--- config.mk ---
export PLATFORM = sky130hd
export DESIGN_NAME = json_string_control_char_escaper
export DESIGN_NICKNAME = d
export VERILOG_FILES = /design/src/sv/jsce_pkg.sv /design/src/sv/jsce_front.sv /design/src/sv/jsce_fifo.sv /design/src/sv/jsce_back.sv /design/src/sv/json_string_control_char_escaper.sv
export VERILOG_INCLUDE_DIRS = /design/src /design/src/sv
export SDC_FILE = /design/constraint.sdc
export NUM_CORES = 1
export LEC_CHECK = 0
export ABC_AREA = 1
export BUFFER_PORTS_ARGS = -buffer_cell sky130_fd_sc_hd__clkbuf_2
export CAP_MARGIN = 30
export CORE_ASPECT_RATIO = 0.9
export CORE_MARGIN = 2
export CORE_UTILIZATION = 52
export CTS_CLUSTER_SIZE = 12
export DETAILED_ROUTE_END_ITERATION = 10
export HOLD_SLACK_MARGIN = 0.03
export PLACE_DENSITY = 0.85
export SLEW_MARGIN = 20
export SYNTH_ARGS = -nofsm -noshare
export SYNTH_HDL_FRONTEND = slang
export SYNTH_SLANG_ARGS = --single-unit
--- constraint.sdc ---
create_clock -name clk -period 1.8 [get_ports clk]
set_clock_uncertainty 0.1 [all_clocks]
set_input_delay 0.54 -clock clk [delete_from_list [all_inputs] [get_ports clk]]
set_output_delay 0.54 -clock clk [all_outputs]
set_load 0.01 [all_outputs]
--- src/sv/json_string_control_char_escaper_defines.svh ---
// ----------------------------------------------------------------------------
// JSON control-char escaper assertion macros
// Concurrent assertion helpers, compiled out for synthesis.
// ----------------------------------------------------------------------------
`ifndef JSON_STRING_CONTROL_CHAR_ESCAPER_DEFINES_SVH
`define JSON_STRING_CONTROL_CHAR_ESCAPER_DEFINES_SVH

`ifndef SYNTHESIS
// antecedent implies consequent in the same cycle
`define JSCE_ASSERT_SAME(label, clk, rst_n, ante, cons) \
  label: assert property (@(posedge clk) disable iff (!rst_n) (ante) |-> (cons)) \
    else $error("jsce assertion failed");
// antecedent implies consequent in the next cycle
`define JSCE_ASSERT_NEXT(label, clk, rst_n, ante, cons) \
  label: assert property (@(posedge clk) disable iff (!rst_n) (ante) |=> (cons)) \
    else $error("jsce assertion failed");
`else
`define JSCE_ASSERT_SAME(label, clk, rst_n, ante, cons)
`define JSCE_ASSERT_NEXT(label, clk, rst_n, ante, cons)
`endif

`endif

--- src/sv/jsce_pkg.sv ---
// ----------------------------------------------------------------------------
// jsce_pkg
// Shared types, character codes and helpers for the JSON escaper.
// ----------------------------------------------------------------------------
package jsce_pkg;

  // character codes
  localparam logic [7:0] CTRL_LIMIT = 8'h20;
  localparam logic [7:0] CH_QUOTE   = 8'h22;
  localparam logic [7:0] CH_BSLASH  = 8'h5c;
  localparam logic [7:0] CH_U       = 8'h75;
  localparam logic [7:0] CH_ZERO    = 8'h30;

  // step of a six-byte escape sequence
  typedef logic [2:0] step_t;
  localparam step_t STEP_BSLASH = 3'd0;
  localparam step_t STEP_U      = 3'd1;
  localparam step_t STEP_ZERO_A = 3'd2;
  localparam step_t STEP_ZERO_B = 3'd3;
  localparam step_t STEP_HEX_HI = 3'd4;
  localparam step_t STEP_HEX_LO = 3'd5;

  typedef struct packed {
    logic [7:0] in_byte;
    logic       in_final;
  } in_beat_t;

  typedef struct packed {
    logic [7:0] out_byte;
    logic       run_last;
    logic       message_end;
  } out_beat_t;

  // classified command from front to back
  typedef struct packed {
    logic [7:0] data;
    logic       expand;
    logic       final_byte;
  } cmd_t;

  // front parser state
  typedef struct packed {
    logic str_open;
    logic pending;
  } front_state_t;

  // lowercase hex digit
  function automatic logic [7:0] hex_lower(input logic [3:0] nib);
    logic [7:0] r;
    if (nib < 4'd10) begin
      r = 8'h30 + {4'h0, nib};
    end else begin
      r = 8'h57 + {4'h0, nib};
    end
    return r;
  endfunction

endpackage

--- src/sv/jsce_front.sv ---
// ----------------------------------------------------------------------------
// jsce_front
// Tracks string and backslash state and classifies each input byte.
// ----------------------------------------------------------------------------
module jsce_front (
  input  logic                  clk,
  input  logic                  rst_n,
  input  logic                  accept,
  input  jsce_pkg::in_beat_t    in_data,
  output jsce_pkg::cmd_t        cmd,
  output jsce_pkg::front_state_t state
);

  logic inside_r, inside_nxt;
  logic pending_r, pending_nxt;
  logic expand;

  // classification and next state
  always_comb begin
    inside_nxt  = inside_r;
    pending_nxt = pending_r;
    expand      = 1'b0;
    if (inside_r) begin
      if (pending_r) begin
        pending_nxt = 1'b0;
      end else if (in_data.in_byte == jsce_pkg::CH_BSLASH) begin
        pending_nxt = 1'b1;
      end else if (in_data.in_byte == jsce_pkg::CH_QUOTE) begin
        inside_nxt = 1'b0;
      end else if (in_data.in_byte < jsce_pkg::CTRL_LIMIT) begin
        expand = 1'b1;
      end
    end else begin
      if (in_data.in_byte == jsce_pkg::CH_QUOTE) begin
        inside_nxt = 1'b1;
      end
      pending_nxt = 1'b0;
    end
    // message end clears all state
    if (in_data.in_final) begin
      inside_nxt  = 1'b0;
      pending_nxt = 1'b0;
    end
  end

  always_ff @(posedge clk) begin
    if (!rst_n) begin
      inside_r  <= 1'b0;
      pending_r <= 1'b0;
    end else if (accept) begin
      inside_r  <= inside_nxt;
      pending_r <= pending_nxt;
    end
  end

  assign cmd.data       = in_data.in_byte;
  assign cmd.expand     = expand;
  assign cmd.final_byte = in_data.in_final;

  assign state.str_open = inside_r;
  assign state.pending  = pending_r;

endmodule

--- src/sv/jsce_fifo.sv ---
// ----------------------------------------------------------------------------
// jsce_fifo
// Short show-ahead command queue between front and back.
// ----------------------------------------------------------------------------
module jsce_fifo #(
  parameter int DEPTH = 2
) (
  input  logic                       clk,
  input  logic                       rst_n,
  input  logic                       push,
  input  jsce_pkg::cmd_t             wr_cmd,
  input  logic                       pop,
  output jsce_pkg::cmd_t             head,
  output logic                       head_valid,
  output logic                       full,
  output logic [$clog2(DEPTH+1)-1:0] count
);

  localparam int PW = $clog2(DEPTH);
  localparam int CW = $clog2(DEPTH+1);
  localparam logic [PW-1:0] PTR_LAST = PW'(DEPTH - 1);
  localparam logic [CW-1:0] CNT_FULL = CW'(DEPTH);

  jsce_pkg::cmd_t mem [DEPTH];
  logic [PW-1:0] wr_ptr_r, rd_ptr_r;
  logic [CW-1:0] count_r, count_nxt;

  // storage write
  always_ff @(posedge clk) begin
    if (push) begin
      mem[wr_ptr_r] <= wr_cmd;
    end
  end

  // occupancy
  always_comb begin
    count_nxt = count_r;
    if (push && !pop) begin
      count_nxt = count_r + CW'(1);
    end else if (pop && !push) begin
      count_nxt = count_r - CW'(1);
    end
  end

  // pointers with wrap
  always_ff @(posedge clk) begin
    if (!rst_n) begin
      wr_ptr_r <= '0;
      rd_ptr_r <= '0;
      count_r  <= '0;
    end else begin
      if (push) begin
        wr_ptr_r <= (wr_ptr_r == PTR_LAST) ? '0 : wr_ptr_r + PW'(1);
      end
      if (pop) begin
        rd_ptr_r <= (rd_ptr_r == PTR_LAST) ? '0 : rd_ptr_r + PW'(1);
      end
      count_r <= count_nxt;
    end
  end

  assign head       = mem[rd_ptr_r];
  assign head_valid = (count_r != '0);
  assign full       = (count_r == CNT_FULL);
  assign count      = count_r;

endmodule

--- src/sv/jsce_back.sv ---
// ----------------------------------------------------------------------------
// jsce_back
// Expands queued commands into output beats, one byte per cycle while the output is not stalled.
// ----------------------------------------------------------------------------
module jsce_back (
  input  logic                 clk,
  input  logic                 rst_n,
  input  jsce_pkg::cmd_t       head,
  input  logic                 head_valid,
  output logic                 pop,
  output jsce_pkg::step_t      step,
  output logic                 out_valid,
  input  logic                 out_stall,
  output jsce_pkg::out_beat_t  out_data
);

  logic                out_valid_r, out_valid_nxt;
  jsce_pkg::out_beat_t out_data_r, out_data_nxt;
  jsce_pkg::step_t     step_r, step_nxt;
  logic                load;
  logic                last_beat;
  logic [7:0]          esc_byte;

  // byte of the escape sequence at the current step
  always_comb begin
    case (step_r)
      jsce_pkg::STEP_BSLASH: esc_byte = jsce_pkg::CH_BSLASH;
      jsce_pkg::STEP_U:      esc_byte = jsce_pkg::CH_U;
      jsce_pkg::STEP_ZERO_A: esc_byte = jsce_pkg::CH_ZERO;
      jsce_pkg::STEP_ZERO_B: esc_byte = jsce_pkg::CH_ZERO;
      jsce_pkg::STEP_HEX_HI: esc_byte = jsce_pkg::hex_lower(head.data[7:4]);
      jsce_pkg::STEP_HEX_LO: esc_byte = jsce_pkg::hex_lower(head.data[3:0]);
      default:               esc_byte = jsce_pkg::CH_BSLASH;
    endcase
  end

  // output register loads when empty or draining
  always_comb begin
    load      = head_valid && (!out_valid_r || !out_stall);
    last_beat = !head.expand || (step_r == jsce_pkg::STEP_HEX_LO);
    pop       = load && last_beat;

    out_data_nxt.out_byte    = head.expand ? esc_byte : head.data;
    out_data_nxt.run_last    = last_beat;
    out_data_nxt.message_end = last_beat && head.final_byte;

    out_valid_nxt = load || (out_valid_r && out_stall);

    step_nxt = step_r;
    if (load) begin
      step_nxt = last_beat ? jsce_pkg::STEP_BSLASH : step_r + 3'd1;
    end
  end

  always_ff @(posedge clk) begin
    if (!rst_n) begin
      out_valid_r <= 1'b0;
      step_r      <= jsce_pkg::STEP_BSLASH;
    end else begin
      out_valid_r <= out_valid_nxt;
      step_r      <= step_nxt;
    end
  end

  // payload, no reset
  always_ff @(posedge clk) begin
    if (load) begin
      out_data_r <= out_data_nxt;
    end
  end

  assign out_valid = out_valid_r;
  assign out_data  = out_data_r;
  assign step      = step_r;

endmodule

--- src/sv/json_string_control_char_escaper.sv ---
// An accepted input beat is written to the command queue, then to the back-end output register.
// Throughput: one input byte per cycle unless the queue is full or the output stalls; a control
// byte inside a string becomes six emitted bytes, each a load of the back-end output register.
// The command queue (QUEUE_DEPTH entries) absorbs short stalls on either side.
// Reset: synchronous active-low; clears string/escape state, empties the queue
// and drops the output beat. No clearing pass.
// ----------------------------------------------------------------------------
// json_string_control_char_escaper
// Escapes control bytes inside JSON string literals as \u00xx.
// ----------------------------------------------------------------------------
`include "json_string_control_char_escaper_defines.svh"

module json_string_control_char_escaper #(
  parameter int QUEUE_DEPTH = 2
) (
  input  logic                clk,
  input  logic                rst_n,
  input  logic                in_valid,
  output logic                in_stall,
  input  jsce_pkg::in_beat_t  in_data,
  output logic                out_valid,
  input  logic                out_stall,
  output jsce_pkg::out_beat_t out_data
);

  localparam int CW = $clog2(QUEUE_DEPTH+1);
  localparam logic [CW-1:0] CNT_MAX = CW'(QUEUE_DEPTH);

  logic                   in_accept;
  jsce_pkg::cmd_t         cmd;
  jsce_pkg::front_state_t fstate;
  jsce_pkg::cmd_t         head;
  logic                   head_valid;
  logic                   full;
  logic [CW-1:0]          count;
  logic                   pop;
  jsce_pkg::step_t        step;
  logic                   state_idle;

  // input handshake
  assign in_accept = in_valid && !in_stall;
  assign in_stall  = full;

  jsce_front u_front (
    .clk     (clk),
    .rst_n   (rst_n),
    .accept  (in_accept),
    .in_data (in_data),
    .cmd     (cmd),
    .state   (fstate)
  );

  jsce_fifo #(
    .DEPTH (QUEUE_DEPTH)
  ) u_fifo (
    .clk        (clk),
    .rst_n      (rst_n),
    .push       (in_accept),
    .wr_cmd     (cmd),
    .pop        (pop),
    .head       (head),
    .head_valid (head_valid),
    .full       (full),
    .count      (count)
  );

  jsce_back u_back (
    .clk        (clk),
    .rst_n      (rst_n),
    .head       (head),
    .head_valid (head_valid),
    .pop        (pop),
    .step       (step),
    .out_valid  (out_valid),
    .out_stall  (out_stall),
    .out_data   (out_data)
  );

  // parser back at its idle state
  assign state_idle = !fstate.str_open && !fstate.pending;

  // checks
  `JSCE_ASSERT_NEXT(a_final_clears, clk, rst_n, in_accept && in_data.in_final, state_idle)
  `JSCE_ASSERT_SAME(a_count_bound, clk, rst_n, 1'b1, count <= CNT_MAX)
  `JSCE_ASSERT_SAME(a_step_expand, clk, rst_n, step != jsce_pkg::STEP_BSLASH, head_valid && head.expand)
  `JSCE_ASSERT_SAME(a_end_is_last, clk, rst_n, out_valid && out_data.message_end, out_data.run_last)

endmodule

# Word-level counts from Yosys, hierarchy flattened
# Memory sizes are Yosys's and may differ from the RTL's. A register that Yosys moved wholly into a read port is not among the register bits.
# Index checks and enable logic that the tools add are counted.
# Widths: inputs -> output; s select.
word_totals:
  reg_bits: 20
  latchBits: 0
  ramBits: 20
  romBits: 0
  input_bits: 13
  out_inout_bits: 12
  elab_cells: 78
  mem_count: 1
classes:
  add_sub_neg: 9
  multipliers: 0
  n_div: 0
  order_cmp: 3
  n_eq_ne: 8
  n_shift: 0
  muxes: 28
  n_bitwise: 0
  n_reduce_logical: 19
mem_list:
  columns: ["name", "words", "word_bits", "rd", "rd_ports_with_merged_regs", "wr", "line_no", "text"]
  rows:
  - ["u_fifo.mem", 2, 10, 1, 1, 1, "jsce_fifo.sv:24", "jsce_pkg::cmd_t mem [DEPTH];"]
op_table:
  columns: ["operator", "n"]
  rows:
  - ["$pmux 8 s4", 1]
  - ["$mux 8", 3]
  - ["$mux 1", 21]
  - ["$add 7x4->8 const A", 2]
  - ["$add 6x4->7 const A", 2]
  - ["$eq 8x6->1 const B", 1]
  - ["$eq 8x7->1 const B", 1]
  - ["$lt 4x4->1 const B", 2]
  - ["$lt 8x6->1 const B", 1]
  - ["$logic_and 1x1->1", 7]
  - ["$eq 3x2->1 const B", 2]
  - ["$eq 3x3->1 const B", 2]
  - ["$logic_not 1->1", 6]
  - ["$mux 2", 2]
  - ["$reduce_bool 2->1", 2]
  - ["$add 3x1->3 const B", 1]
  - ["$eq 3x1->1 const B", 1]
  - ["$logic_or 1x1->1", 3]
  - ["$mux 3", 1]
  - ["$add 1x1->1 const B", 2]
  - ["$add 2x1->2 const B", 1]
  - ["$eq 2x2->1 const B", 1]
  - ["$reduce_or 2->1", 1]
  - ["$sub 2x1->2 const B", 1]

# Depth between registers and ports, before layout
depth:
  depth_word: 7
  depth_mapped: 11
  ltp_nobuf: 11

# Cells and area by module
# Synthesis repeated with hierarchy kept, for this count alone.
hier_totals:
  hier_cells: 254
  hier_area_um2: 2268.4
by_module_without_submodules:
  columns: ["module", "instances", "cells_each", "area_each_um2", "seq_area_each_um2"]
  rows:
  - ["jsce_fifo", 1, 66, 992.2, 700.7]
  - ["jsce_back", 1, 136, 977.2, 380.4]
  - ["jsce_front", 1, 50, 289.0, 40.0]
  - ["json_string_control_char_escaper", 1, 2, 10.0, 0.0]

# Least setup slack after synthesis
# Ideal clock, no wire load.
synth_path:
  kind: "in2reg"
  startpoint: "input port out_stall"
  endpoint: "register u_fifo.count_r[1], in the netlist u_fifo.count[1]"
  setup_time_ns: 0.122
  arrival_ns: 1.673
  t_required_ns: 1.578
  setup_slack_ns: -0.095
  stages: 9
  path_buffers: 0
  cell_sequence: "nand2_1 -> o21ai_2 -> inv_2 -> nand2_2 -> ha_1 -> a21oi_1 -> o21ai_0 -> o21ai_0 -> a21oi_1"
synth_via:
  elab_chain_cells: 7
  word_cells_on_any_way: 9
  classes_between: "mux (1); reduce/logical (8)"
synth_rtl:
  columns: ["item", "line_no", "text"]
  rows:
  - ["from (decl)", "json_string_control_char_escaper.sv:22", "input logic out_stall,"]
  - ["$logic_not 1->1 *", "jsce_back.sv:39", "load = head_valid && (!out_valid_r || !out_stall);"]
  - ["$logic_or 1x1->1 *", "jsce_back.sv:39", null]
  - ["$logic_and 1x1->1 *", "jsce_back.sv:39", null]
  - ["via u_back.load", "jsce_back.sv:20", "logic load;"]
  - ["$logic_and 1x1->1 *", "jsce_back.sv:41", "pop = load && last_beat;"]
  - ["$logic_not 1->1", "jsce_fifo.sv:38", "if (push && !pop) begin"]
  - ["$logic_and 1x1->1", "jsce_fifo.sv:38", null]
  - ["$mux 2 / $reduce_bool 2->1 (equally long branches)", null, null]
  - ["to (signal assigned)", "jsce_fifo.sv:58", "count_r <= count_nxt;"]
  - ["to (decl)", "jsce_fifo.sv:26", "logic [CW-1:0] count_r, count_nxt;"]
# Mark *: on every way through the listed nets, which the timed path passes. The rest lies on a longest branch.
# A chain may end at the register's enable or synchronous reset.

==> results.md <==
* First-pass GRT wire length at 6.04 mm
* Grt met3 use at 5.21%
* Asr flop ratio synth at 0%
* WS Path Type: reg2reg
* Final setup vio count at 0
* Yosys warns at 0
* Worst Slack Setup Final at 0.113 ns
* Area grow syn2layout at 20.0%
* Core area at approximately 3800 um2
* Initial Util at 55.0%
* Via/cell ratio at between 4 and 5
* Slew @ Worst Pin at 0.351 ns
* Syn Std Cell Area at 2070 um2
* Slew Viols, Final at 0
* Io pins at 25
* Share of layout cells above drive strength 1 at 27.7%
* Setup repair bufs after CTS at 0
* # diodes at 0
* Kind of end point of the critical path: flop
* Final Hold Fails at 0
* Antenna violations before repair at 0
* Multi-input logic area at 816 um2
* Clk root buf: clkbuf_8
* CTS buffer count at 5
* Final net count at 294
* Final period util at roughly 94%
* GPL Wtd Cong at 0.902
* CTS tree: built
* Status: complete, no violations
* FF-to-FF path depth at 11
* Synthesized Nets at 252
* Met1 usage at 20.0%
* RSZ-0062 raised after global routing: no
* Setup WS pre-CTS at -0.0325 ns
* H-tree depth at 2
* Top cells by area, synth: edfxtp_1 44%, dfxtp_1 11%, nand2_1 10%, inv_1 6.7%, ha_1 4.8%
* Top_reg_cell synth: edfxtp_1
* Grt ovf at 0
* Die ar. at ~4500 um2
* Total GRT Usage at 17.3%
* Met2 Use GR at 30.2%
* Vias at 1,598
* Worst rel slew slack at 76.4%
* Drt total wl at 3.63 mm
* Post-synthesis sequential area ratio at 54.2%
* Synth cell types at 26
* Die Span X at approximately 70 um
* Max Freq at between 500 and 600 MHz
* Clock transition at path regs at 0.08 ns
* Max-Cap Viols at 0
* Antenna-violating nets left at 0
* Filler cell count at 292
* Synth top cells by count: 55 x nand2_1, 37 x inv_1, 30 x edfxtp_1
* Maximum VDD drop at 0.696 mV
* P_leak at 1.14 nW
* Detailed-router iteration count before antenna repair at 4
* Die height at 63.8 um
* Post-synth EDFFs at 30
* Max Buffers Root-to-Sink at 2
* Crit path time final at between 1.5 and 2 ns
* DRT iter0 DRCs at 56
* Yosys top cell by area: edfxtp_1
* PwrDens at 1620 nW/um2
* Min-delay worst type: in2reg
* Most numerous cell in the Yosys netlist: nand2_1
* Crit path launch type: flop
* Setup tns final at 0 ns
* Largest net degree at the start of global routing at 14
* DRC Markers at 0
* Post-Synthesis Cells at approximately 230
* Most Crowded Layer GR: met2
* Yosys top cell area share at roughly 44%
* Req. time, crit path at 1.75 ns
* PortBufs at 24
* Min Hold Slack at 0.366 ns
* Clk_lat worst skew at 0.29 ns
* Critical path fanouts, max at 9
* # rows at 21
* Sequential cell area at 1120 um2
* Vias in the first global route at 1,467
* Post-DP HPWL at 2.81 mm
* Arrival time worst endpoint at 1.64 ns
* WHS Path Cells at 1
* Clock tree sinks at 41
* Synth Register Bits at 41
* WL/cell at 11.3 um
* Syn_area_per_cell at between 8 and 9 um2
layer usage:
| metal | vias up | wire length (um) |
|---|---|---|
| met5 | - | 0 |
| met4 | 0 | 55 |
| met3 | 5 | 167 |
| met2 | 41 | 1790 |
| met1 | 721 | 1620 |
| li1 | 831 | - |
what timing repair did:
action                     4_1_cts  5_1_grt
setup endpoints to repair        2        5
cloned                           0        0
resized for setup                3        6
hold buffers                     0        0
metrics by stage:
step / cell area (um2) / instances / power (mW) / util [%]
4_1_cts: 2450 / 320 / 3.98 / 65.2
3_3_place_gp: 2340 / 312 / 3.18 / 62.2
5_1_grt: 2480 / 320 / 4.33 / 66.0
3_5_place_dp: 2340 / 312 / 3.25 / 62.2
6_report: 2480 / 320 / 4.03 / 66.0
2_1_floorplan: 2080 / 231 / 2.71 / -
where the power goes:
group          leakage (nW)  switching, mW  total (mW)  internal [mW]
logic                 0.707           1.10        1.80          0.702
registers             0.375          0.134        1.50           1.37
clock network        0.0554          0.302       0.717          0.416
total                  1.14           1.54        4.03           2.49
cell families after synthesis:
kind of cell               synth area share (%)
AOI/OAI and AO/OA                          8.41
xor gates and xnor gates                  0.424
adders and majority gates                  4.84
buffers and inverters                      8.17
DFF                                        54.2
and+or+nand+nor                            23.9
worst paths after layout:
check	startpoint	to	slack, ns
setup / recovery	flop	u_back.out_data[6]	0.11
hold / removal	in_data[0]	u_fifo.mem[0][0]	0.37
setup reg to reg	flop	u_back.out_data[6]	0.11
hold reg to reg	u_front.inside_r	u_front.inside_r	0.38
critical path, stage by stage (launching register included):
cell and delay (ns):
dfxtp_2 0.36, inv_2 0.14, nand2_1 0.07, nand2_1 0.08, inv_1 0.07, ha_1 0.17, inv_1 0.07, nor2_2 0.05
o21ai_0 0.15, nand3_1 0.09, nand2_1 0.06, inv_1 0.04
cell usage in the layout, fill, tap and decap left out, types with 3 or more instances in the layout:
| master | Yosys | routed |
|---|---|---|
| a21oi_1 | 12 | 11 |
| nand3_1 | 16 | 16 |
| clkbuf_2 | 0 | 24 |
| edfxtp_1 | 30 | 30 |
| inv_1 | 37 | 36 |
| buf_4 | 1 | 13 |
| clkbuf_8 | 0 | 5 |
| inv_2 | 3 | 3 |
| o21ai_0 | 7 | 4 |
| ha_1 | 8 | 6 |
| nor2_1 | 18 | 18 |
| o21ai_1 | 3 | 6 |
| nand2_2 | 13 | 14 |
| dfxtp_1 | 11 | 8 |
| dfxtp_2 | 0 | 3 |
| nand2_1 | 55 | 54 |
final cells by class:
type,instances,area share (%)
well taps,46,2.32
clock buffers,6,2.93
repair buffers,37,8.78
flip-flops and latches,41,45.4
multi-input cells,148,32.9
inverters,40,6.16
clock inverters,2,1.56
state kept, by name, indices dropped and copies added (netlist names), named ones only:
name,flops
u_fifo.mem,20
u_back.out_data,10
u_fifo.wr_ptr_r,1
u_front.inside_r,1
u_back.out_valid,1
u_fifo.rd_ptr_r,1
u_front.pending_r,1
u_back.step,3
u_fifo.count,2
Note: power is estimated with default switching activity, not from simulation.
